## src/mpfc_pkg.sv

```systemverilog
// Shared types, constants and coding functions of the Manchester parity frame codec.
package mpfc_pkg;

  localparam logic [7:0] PREAMBLE = 8'h33;

  localparam logic KIND_TX = 1'b0;
  localparam logic KIND_RX = 1'b1;

  localparam int QUEUE_DEPTH_DEF = 2;

  typedef struct packed {
    logic        kind;
    logic [15:0] data;
  } mpfc_entry_t;

  function automatic logic [15:0] encode_word(input logic [6:0] value);
    logic [7:0]  word;
    logic [15:0] code;
    word = {^value, value};
    code = '0;
    for (int i = 0; i < 8; i++) begin
      code[15 - 2 * i] = ~word[i];
      code[14 - 2 * i] = word[i];
    end
    return code;
  endfunction

  // Returns {frame_ok, rx_value}.
  function automatic logic [7:0] decode_word(input logic [15:0] code);
    logic [7:0] word;
    logic       valid;
    word  = '0;
    valid = 1'b1;
    for (int i = 0; i < 8; i++) begin
      word[i] = ~code[15 - 2 * i] & code[14 - 2 * i];
      if (code[15 - 2 * i] == code[14 - 2 * i]) begin
        valid = 1'b0;
      end
    end
    if (!valid) begin
      return 8'h00;
    end
    return {(word[7] == ^word[6:0]), word[6:0]};
  endfunction

endpackage

```

## src/mpfc_front.sv

```systemverilog
// Front end: accepts requests, encodes transmit values and tracks the receive frame.
module mpfc_front (
  input  logic                 clk,
  input  logic                 rst_n,
  input  logic                 accept,
  input  logic                 func,
  input  logic [6:0]           tx_value,
  input  logic [7:0]           rx_byte,
  output logic                 push,
  output mpfc_pkg::mpfc_entry_t push_entry
);

  localparam logic [1:0] PH_WAIT = 2'd0;
  localparam logic [1:0] PH_LOW  = 2'd1;
  localparam logic [1:0] PH_HIGH = 2'd2;

  logic [1:0] phase_r, phase_nxt;
  logic [7:0] low_r, low_nxt;
  logic       is_pre;

  assign is_pre = (rx_byte == mpfc_pkg::PREAMBLE);

  always_comb begin
    phase_nxt = phase_r;
    low_nxt   = low_r;
    push      = 1'b0;
    if (func == mpfc_pkg::KIND_TX) begin
      push_entry.kind = mpfc_pkg::KIND_TX;
      push_entry.data = mpfc_pkg::encode_word(tx_value);
    end else begin
      push_entry.kind = mpfc_pkg::KIND_RX;
      push_entry.data = {8'h00, mpfc_pkg::decode_word({rx_byte, low_r})};
    end
    if (accept) begin
      if (func == mpfc_pkg::KIND_TX) begin
        push = 1'b1;
      end else begin
        case (phase_r)
          PH_LOW: begin
            if (!is_pre) begin
              low_nxt   = rx_byte;
              phase_nxt = PH_HIGH;
            end
          end
          PH_HIGH: begin
            if (!is_pre) begin
              push      = 1'b1;
              phase_nxt = PH_WAIT;
            end
          end
          default: begin
            if (is_pre) begin
              phase_nxt = PH_LOW;
            end
          end
        endcase
      end
    end
  end

  always_ff @(posedge clk) begin
    if (!rst_n) begin
      phase_r <= PH_WAIT;
      low_r   <= 8'h00;
    end else begin
      phase_r <= phase_nxt;
      low_r   <= low_nxt;
    end
  end

endmodule

```

## src/mpfc_queue.sv

```systemverilog
// Small FIFO that carries classified work from the front end to the back end.
module mpfc_queue #(
  parameter int DEPTH = mpfc_pkg::QUEUE_DEPTH_DEF
) (
  input  logic                  clk,
  input  logic                  rst_n,
  input  logic                  push,
  input  mpfc_pkg::mpfc_entry_t push_entry,
  input  logic                  pop,
  output mpfc_pkg::mpfc_entry_t head,
  output logic                  not_empty,
  output logic                  not_full
);

  localparam int ADDR_W = (DEPTH > 1) ? $clog2(DEPTH) : 1;
  localparam int CNT_W  = $clog2(DEPTH + 1);
  localparam logic [ADDR_W-1:0] LAST_ADDR = ADDR_W'(DEPTH - 1);

  mpfc_pkg::mpfc_entry_t slots_r [DEPTH];
  logic [ADDR_W-1:0] wr_ptr_r, wr_ptr_nxt;
  logic [ADDR_W-1:0] rd_ptr_r, rd_ptr_nxt;
  logic [CNT_W-1:0]  count_r, count_nxt;

  assign not_empty = (count_r != '0);
  assign not_full  = (count_r != CNT_W'(DEPTH));
  assign head      = slots_r[rd_ptr_r];

  always_comb begin
    wr_ptr_nxt = wr_ptr_r;
    rd_ptr_nxt = rd_ptr_r;
    count_nxt  = count_r;
    if (push) begin
      wr_ptr_nxt = (wr_ptr_r == LAST_ADDR) ? '0 : wr_ptr_r + 1'b1;
    end
    if (pop) begin
      rd_ptr_nxt = (rd_ptr_r == LAST_ADDR) ? '0 : rd_ptr_r + 1'b1;
    end
    if (push && !pop) begin
      count_nxt = count_r + 1'b1;
    end else if (pop && !push) begin
      count_nxt = count_r - 1'b1;
    end
  end

  always_ff @(posedge clk) begin
    if (push) begin
      slots_r[wr_ptr_r] <= push_entry;
    end
  end

  always_ff @(posedge clk) begin
    if (!rst_n) begin
      wr_ptr_r <= '0;
      rd_ptr_r <= '0;
      count_r  <= '0;
    end else begin
      wr_ptr_r <= wr_ptr_nxt;
      rd_ptr_r <= rd_ptr_nxt;
      count_r  <= count_nxt;
    end
  end

endmodule

```

## src/mpfc_back.sv

```systemverilog
// Back end: turns queued work into results and holds them in the output register.
module mpfc_back (
  input  logic                  clk,
  input  logic                  rst_n,
  input  mpfc_pkg::mpfc_entry_t head,
  input  logic                  head_valid,
  output logic                  pop,
  output logic                  mid_frame,
  output logic                  out_tvalid,
  input  logic                  out_tready,
  output logic [15:0]           out_tdata,
  output logic                  out_tuser,
  output logic                  out_tlast
);

  localparam logic [1:0] BEAT_IDLE = 2'd0;
  localparam logic [1:0] BEAT_LOW  = 2'd1;
  localparam logic [1:0] BEAT_HIGH = 2'd2;

  logic [1:0]  beat_r, beat_nxt;
  logic [7:0]  high_r, high_nxt;
  logic [7:0]  low_r, low_nxt;
  logic        valid_r, valid_nxt;
  logic [15:0] data_r, data_nxt;
  logic        kind_r, kind_nxt;
  logic        last_r, last_nxt;
  logic        slot_free;

  assign slot_free  = !valid_r || out_tready;
  assign pop        = slot_free && (beat_r == BEAT_IDLE) && head_valid;
  assign mid_frame  = (beat_r != BEAT_IDLE);
  assign out_tvalid = valid_r;
  assign out_tdata  = data_r;
  assign out_tuser  = kind_r;
  assign out_tlast  = last_r;

  always_comb begin
    beat_nxt  = beat_r;
    high_nxt  = high_r;
    low_nxt   = low_r;
    valid_nxt = valid_r;
    data_nxt  = data_r;
    kind_nxt  = kind_r;
    last_nxt  = last_r;
    if (slot_free) begin
      valid_nxt = 1'b0;
      case (beat_r)
        BEAT_LOW: begin
          valid_nxt = 1'b1;
          kind_nxt  = mpfc_pkg::KIND_TX;
          data_nxt  = {8'h00, low_r};
          last_nxt  = 1'b0;
          beat_nxt  = BEAT_HIGH;
        end
        BEAT_HIGH: begin
          valid_nxt = 1'b1;
          kind_nxt  = mpfc_pkg::KIND_TX;
          data_nxt  = {8'h00, high_r};
          last_nxt  = 1'b1;
          beat_nxt  = BEAT_IDLE;
        end
        default: begin
          if (head_valid) begin
            valid_nxt = 1'b1;
            kind_nxt  = head.kind;
            if (head.kind == mpfc_pkg::KIND_TX) begin
              data_nxt = {8'h00, mpfc_pkg::PREAMBLE};
              last_nxt = 1'b0;
              low_nxt  = head.data[7:0];
              high_nxt = head.data[15:8];
              beat_nxt = BEAT_LOW;
            end else begin
              data_nxt = {head.data[7:0], 8'h00};
              last_nxt = 1'b1;
            end
          end
        end
      endcase
    end
  end

  always_ff @(posedge clk) begin
    if (!rst_n) begin
      beat_r  <= BEAT_IDLE;
      valid_r <= 1'b0;
    end else begin
      beat_r  <= beat_nxt;
      valid_r <= valid_nxt;
    end
  end

  always_ff @(posedge clk) begin
    high_r <= high_nxt;
    low_r  <= low_nxt;
    data_r <= data_nxt;
    kind_r <= kind_nxt;
    last_r <= last_nxt;
  end

endmodule

```

## src/manchester_parity_frame_codec.sv

```systemverilog
// Top level of the Manchester parity frame codec.
//
//   Channel  Direction  Content
//   in_      slave      tdata {rx_byte, tx_value}, tuser func
//   out_     master     tdata {frame_ok, rx_value, line_byte}, tuser kind, tlast last
//
// One result leaves per cycle through the output register unless out_tready stalls
// it; a transmit request yields three results, a completed receive frame one.
// A request is accepted in the cycle it arrives while the work queue has room.
// Reset clears the receive frame state, the queue and the output valid flag.
// Either side may stall freely; the queue lets the front end accept while not full.
module manchester_parity_frame_codec #(
  parameter int QUEUE_DEPTH = mpfc_pkg::QUEUE_DEPTH_DEF
) (
  input  logic        clk,
  input  logic        rst_n,
  input  logic        in_tvalid,
  output logic        in_tready,
  input  logic [15:0] in_tdata,   // [6:0] tx_value, [14:7] rx_byte, [15] zero
  input  logic        in_tuser,   // [0] func
  output logic        out_tvalid,
  input  logic        out_tready,
  output logic [15:0] out_tdata,  // [7:0] line_byte, [14:8] rx_value, [15] frame_ok
  output logic        out_tuser,  // [0] kind
  output logic        out_tlast
);

  mpfc_pkg::mpfc_entry_t push_entry, head;
  logic push, pop, head_valid, not_full, mid_frame, accept;

  assign in_tready = not_full;
  assign accept    = in_tvalid && in_tready;

  mpfc_front u_front (
    .clk        (clk),
    .rst_n      (rst_n),
    .accept     (accept),
    .func       (in_tuser),
    .tx_value   (in_tdata[6:0]),
    .rx_byte    (in_tdata[14:7]),
    .push       (push),
    .push_entry (push_entry)
  );

  mpfc_queue #(
    .DEPTH (QUEUE_DEPTH)
  ) u_queue (
    .clk        (clk),
    .rst_n      (rst_n),
    .push       (push),
    .push_entry (push_entry),
    .pop        (pop),
    .head       (head),
    .not_empty  (head_valid),
    .not_full   (not_full)
  );

  mpfc_back u_back (
    .clk        (clk),
    .rst_n      (rst_n),
    .head       (head),
    .head_valid (head_valid),
    .pop        (pop),
    .mid_frame  (mid_frame),
    .out_tvalid (out_tvalid),
    .out_tready (out_tready),
    .out_tdata  (out_tdata),
    .out_tuser  (out_tuser),
    .out_tlast  (out_tlast)
  );

  a_rx_single: assert property (@(posedge clk) disable iff (!rst_n)
    out_tvalid && (out_tuser == mpfc_pkg::KIND_RX) |-> out_tlast && (out_tdata[7:0] == 8'h00))
    else $error("receive result is not a single last result");

  a_mid_frame: assert property (@(posedge clk) disable iff (!rst_n)
    mid_frame |-> out_tvalid && (out_tuser == mpfc_pkg::KIND_TX) && !out_tlast)
    else $error("transmit frame in progress without a pending line byte");

  a_code_pairs: assert property (@(posedge clk) disable iff (!rst_n)
    out_tvalid && (out_tuser == mpfc_pkg::KIND_TX) && (out_tdata[7:0] != mpfc_pkg::PREAMBLE)
    |-> (((out_tdata[7:0] ^ {1'b0, out_tdata[7:1]}) & 8'h55) == 8'h55))
    else $error("transmitted code byte holds an invalid symbol pair");

  a_no_overflow: assert property (@(posedge clk) disable iff (!rst_n)
    push |-> not_full)
    else $error("work queue written while full");

endmodule
```

## config.mk

```make
export PLATFORM = sky130hd
export DESIGN_NAME = manchester_parity_frame_codec
export DESIGN_NICKNAME = d
export VERILOG_FILES = /design/src/mpfc_pkg.sv /design/src/mpfc_front.sv /design/src/mpfc_queue.sv /design/src/mpfc_back.sv /design/src/manchester_parity_frame_codec.sv
export SDC_FILE = /design/constraint.sdc
export NUM_CORES = 1
export LEC_CHECK = 0
export BUFFER_PORTS_ARGS = -buffer_cell sky130_fd_sc_hd__buf_2
export CORE_UTILIZATION = 51
export CTS_BUF_LIST = sky130_fd_sc_hd__clkbuf_16
export DETAILED_ROUTE_END_ITERATION = 16
export GPL_TIMING_DRIVEN = 0
export HOLD_SLACK_MARGIN = 0.03
export PLACE_DENSITY_LB_ADDON = 0.25
export RECOVER_POWER = 100
export SLEW_MARGIN = 20
export SYNTH_ARGS = -nofsm -noshare
export SYNTH_HDL_FRONTEND = slang
export SYNTH_SLANG_ARGS = --single-unit
```

## constraint.sdc

```tcl
create_clock -name clk -period 9.5 [get_ports clk]
set_clock_uncertainty 0.1 [all_clocks]
set_input_delay 1.9 -clock clk [delete_from_list [all_inputs] [get_ports clk]]
set_output_delay 1.9 -clock clk [all_outputs]
set_load 0.005 [all_outputs]
```

==> qor.yml <==
sta:
  slew_viol_final: 0
  slew_headroom_pct: 18.1
  period_needed_ns: 3.59
  tns_ns: 0
  tightest_slew_ns: 1.22
  finalSetupViolCount: 0
  fmax_mhz: 278
  rsz0062_at_grt: "no"
  finalHoldViolCount: 0
  fin_crit_sh_pct: 37.8
place:
  port_buffers: 39
  place_hpwl_mm: 4.38
  dp.cells: 420
  post_dp_cell_area_sq_mm: 0.00414
  globalplace.congestion: 0.819
worst_setup_path:
  reg2reg_depth: 5
  cp_data_required_time_ns: 9.54
  r2r-end: "u_back.high_r[5]$_DFFE_PP_"
  critical_path.startpoint_type: "primary input"
  critPathArrivalTime_ns: 3.64
  critPathKind: "in2reg"
  cp_max_fo: 8
  r2r_setup_slack_ns: 6.71
  critPathCaptureType: "flop"
synth:
  synth.most_common_cell: "edfxtp_1"
  yosys_warnings: 0
  synth-seq-cells: 86
  postSynthAreaPerCell_sq_um: 13.6
  ys_seq_area_share_pct: 63.1
  synthTopCellsByCount: "edfxtp_1 (68), ha_1 (20), dfxtp_1 (18), mux2_2 (18), inv_1 (17)"
  synthesis.area_sq_mm: 0.00381
  synth_area_leader_cell: "edfxtp_1"
  synth_cells: 280
  synth_edf_count: 68
  yosysUniqueCellTypes: 37
  ys.flop_type: "edfxtp_1"
  async_reset_ff_share_pct: 0
  synth_nets: 321
  yosysTopAreaCellShare_pct: 53.6
  synth_area_leaders: "edfxtp_1 (54%), dfxtp_1 (9.5%), ha_1 (6.6%)"
drt:
  wirelength_mm: 6.12
  drc: 0
  drt_iter0_drc: 94
  wl_per_cell_um: 14.0
  antenna_left: 0
  first_pass_iters: 4
  vias: 2205
  vias_per_cell: 5.06
hold_path:
  holdPathStages: 2
  min_path_type: "reg2reg"
  min_to: "u_front.low_r[5]$_SDFFE_PN0P_"
  worstHoldStart: "u_front.low_r[5]$_SDFFE_PN0P_"
layout:
  area_delta_synth_final_pct: 15.1
  seq_area_sq_mm: 0.00240
  final_nets: 373
  final_cells: 436
  final_area_sq_mm: 0.00438
  multi_input_area_sq_mm: 0.00127
  n_fill_cell: 606
  diodes: 0
  drive_above_1_share_pct: 14.8
clocking:
  cts.sinks: 86
  numCtsBuffers: 9
  cts-resized-gates: 0
  clockBufferDepth: 2
  root_buffer: "clkbuf_16"
  htree_num_levels: 3
  cts_tree: "yes"
  clock_latency_ns: 0.33
  clkTransAtPathRegs_ns: 0.06
  post-cts-setup-buffers: 0
  ctsHoldBuffers: 0
global_route:
  grt_max_degree: 19
  overflow: 0
  grt_pass1_vias: 2075
  grt_first_pass_wirelength_mm: 9.78
  antenna_found_initial: 0
  grt_usage_pct: 17.3
power_and_ir_drop:
  leakage_nw: 1.56
  power_switching_mw: 0.322
  p_seq_share_pct: 47.5
  swShare_pct: 28.0
  internal-power_mw: 0.828
  power.density_mw_per_mm2: 263
  ir_drop_uv: 116
  p_comb_share_pct: 22.7
  clkPwrFrac_pct: 29.8
run:
  maxCapViolations: 0
floorplanning:
  pin_count: 41
  core_area_sq_mm: 0.00721
  initial_core_util_pct: 52.8
  fp.dieArea_sq_mm: 0.00781
  die_h_um: 88.4
  rows: 31
  die_x_um: 88.4
status:
  status: "completed"
worst max-delay path by stage:
stage                      start                              end  cells past startpoint
floorplan             out_tready       u_back.high_r[0]$_DFFE_PP_                      2
global placement      out_tready       u_back.high_r[5]$_DFFE_PP_                      3
detailed placement  in_tdata[10]  u_queue.count_r[1]$_SDFFE_PN0P_                      9
CTS                 in_tdata[10]  u_queue.count_r[1]$_SDFFE_PN0P_                      9
global route         in_tdata[8]  u_queue.slots_r[0][7]$_DFFE_PP_                      7
finish               in_tdata[8]  u_queue.slots_r[1][7]$_DFFE_PP_                      7
cells by family (layout without fill, tap and decap cells):
group	after synthesis	in the layout	share of synthesized area, %
adders and majority gates	20	20	6.57
AOI/OAI and AO/OA	47	47	8.22
and+or+nand+nor	62	62	9.11
muxes	21	21	6.25
DFF	86	86	63.1
xor gates and xnor gates	16	16	3.68
buffers and inverters	28	85	3.06
power groups by stage:
stage	combinational (mW)	clock (mW)	sequential, mW
2_1_floorplan	0.188	0	0.559
3_3_place_gp	0.278	0	0.553
3_5_place_dp	0.288	0	0.553
4_1_cts	0.290	0.349	0.545
5_1_grt	0.299	0.361	0.555
6_report	0.261	0.343	0.547
per-layer routing:
metal  track usage (%)  wire [um]  vias up
li1                  -          -     1126
met1              21.9       2860     1019
met2              28.4       2920       48
met3              3.08        197       12
met4              9.09        148        0
met5                 0          0        -
through the flow:
step                total power, mW  util, %  hold WS (ns)  worst slack [ns]
finish                         1.15     60.7         0.374              5.91
global route                   1.22     60.7         0.410              5.68
CTS                            1.18     61.6         0.378              6.04
detailed placement            0.841     57.4         0.369              5.71
global placement              0.831     57.2         0.364              4.60
floorplan                     0.747        -         0.354              5.18
critical path, cell delays in order:
cell and delay (ns):
clkbuf_1 0.12, inv_1 0.06, ha_1 0.27, nor4_1 0.28, nand3b_1 0.10, nor3_1 0.66, o2bb2ai_1 0.25
final cells by class:
type                            count  area share [%]
Inverter                           18            1.54
Clock buffer                        9            5.14
Buffer                             10           0.886
Clock inverter                      7            1.66
Tap cell                           99            2.83
Timing Repair Buffer               41            4.17
Multi-Input combinational cell    166            28.9
Sequential cell                    86            54.9
state kept, by name, indices dropped and copies added, names as in the netlist, 2 cells and up, named ones only:
register,count
u_queue.count_r,2
u_back.high_r,8
u_back.out_tdata,16
u_back.beat_r,2
u_front.low_r,8
u_back.low_r,8
u_front.phase_r,2
u_queue.slots_r,34
cells in the final DEF (no fill, tap or decap), types with 12 or more instances in the layout:
cell	synthesis	final
clkbuf_1	6	27
inv_1	17	17
nor2_1	12	12
nand3_1	12	12
buf_2	3	24
dfxtp_1	18	18
a21oi_1	16	16
ha_1	20	20
edfxtp_1	68	68
Note: power is estimated with default switching activity, not from simulation.
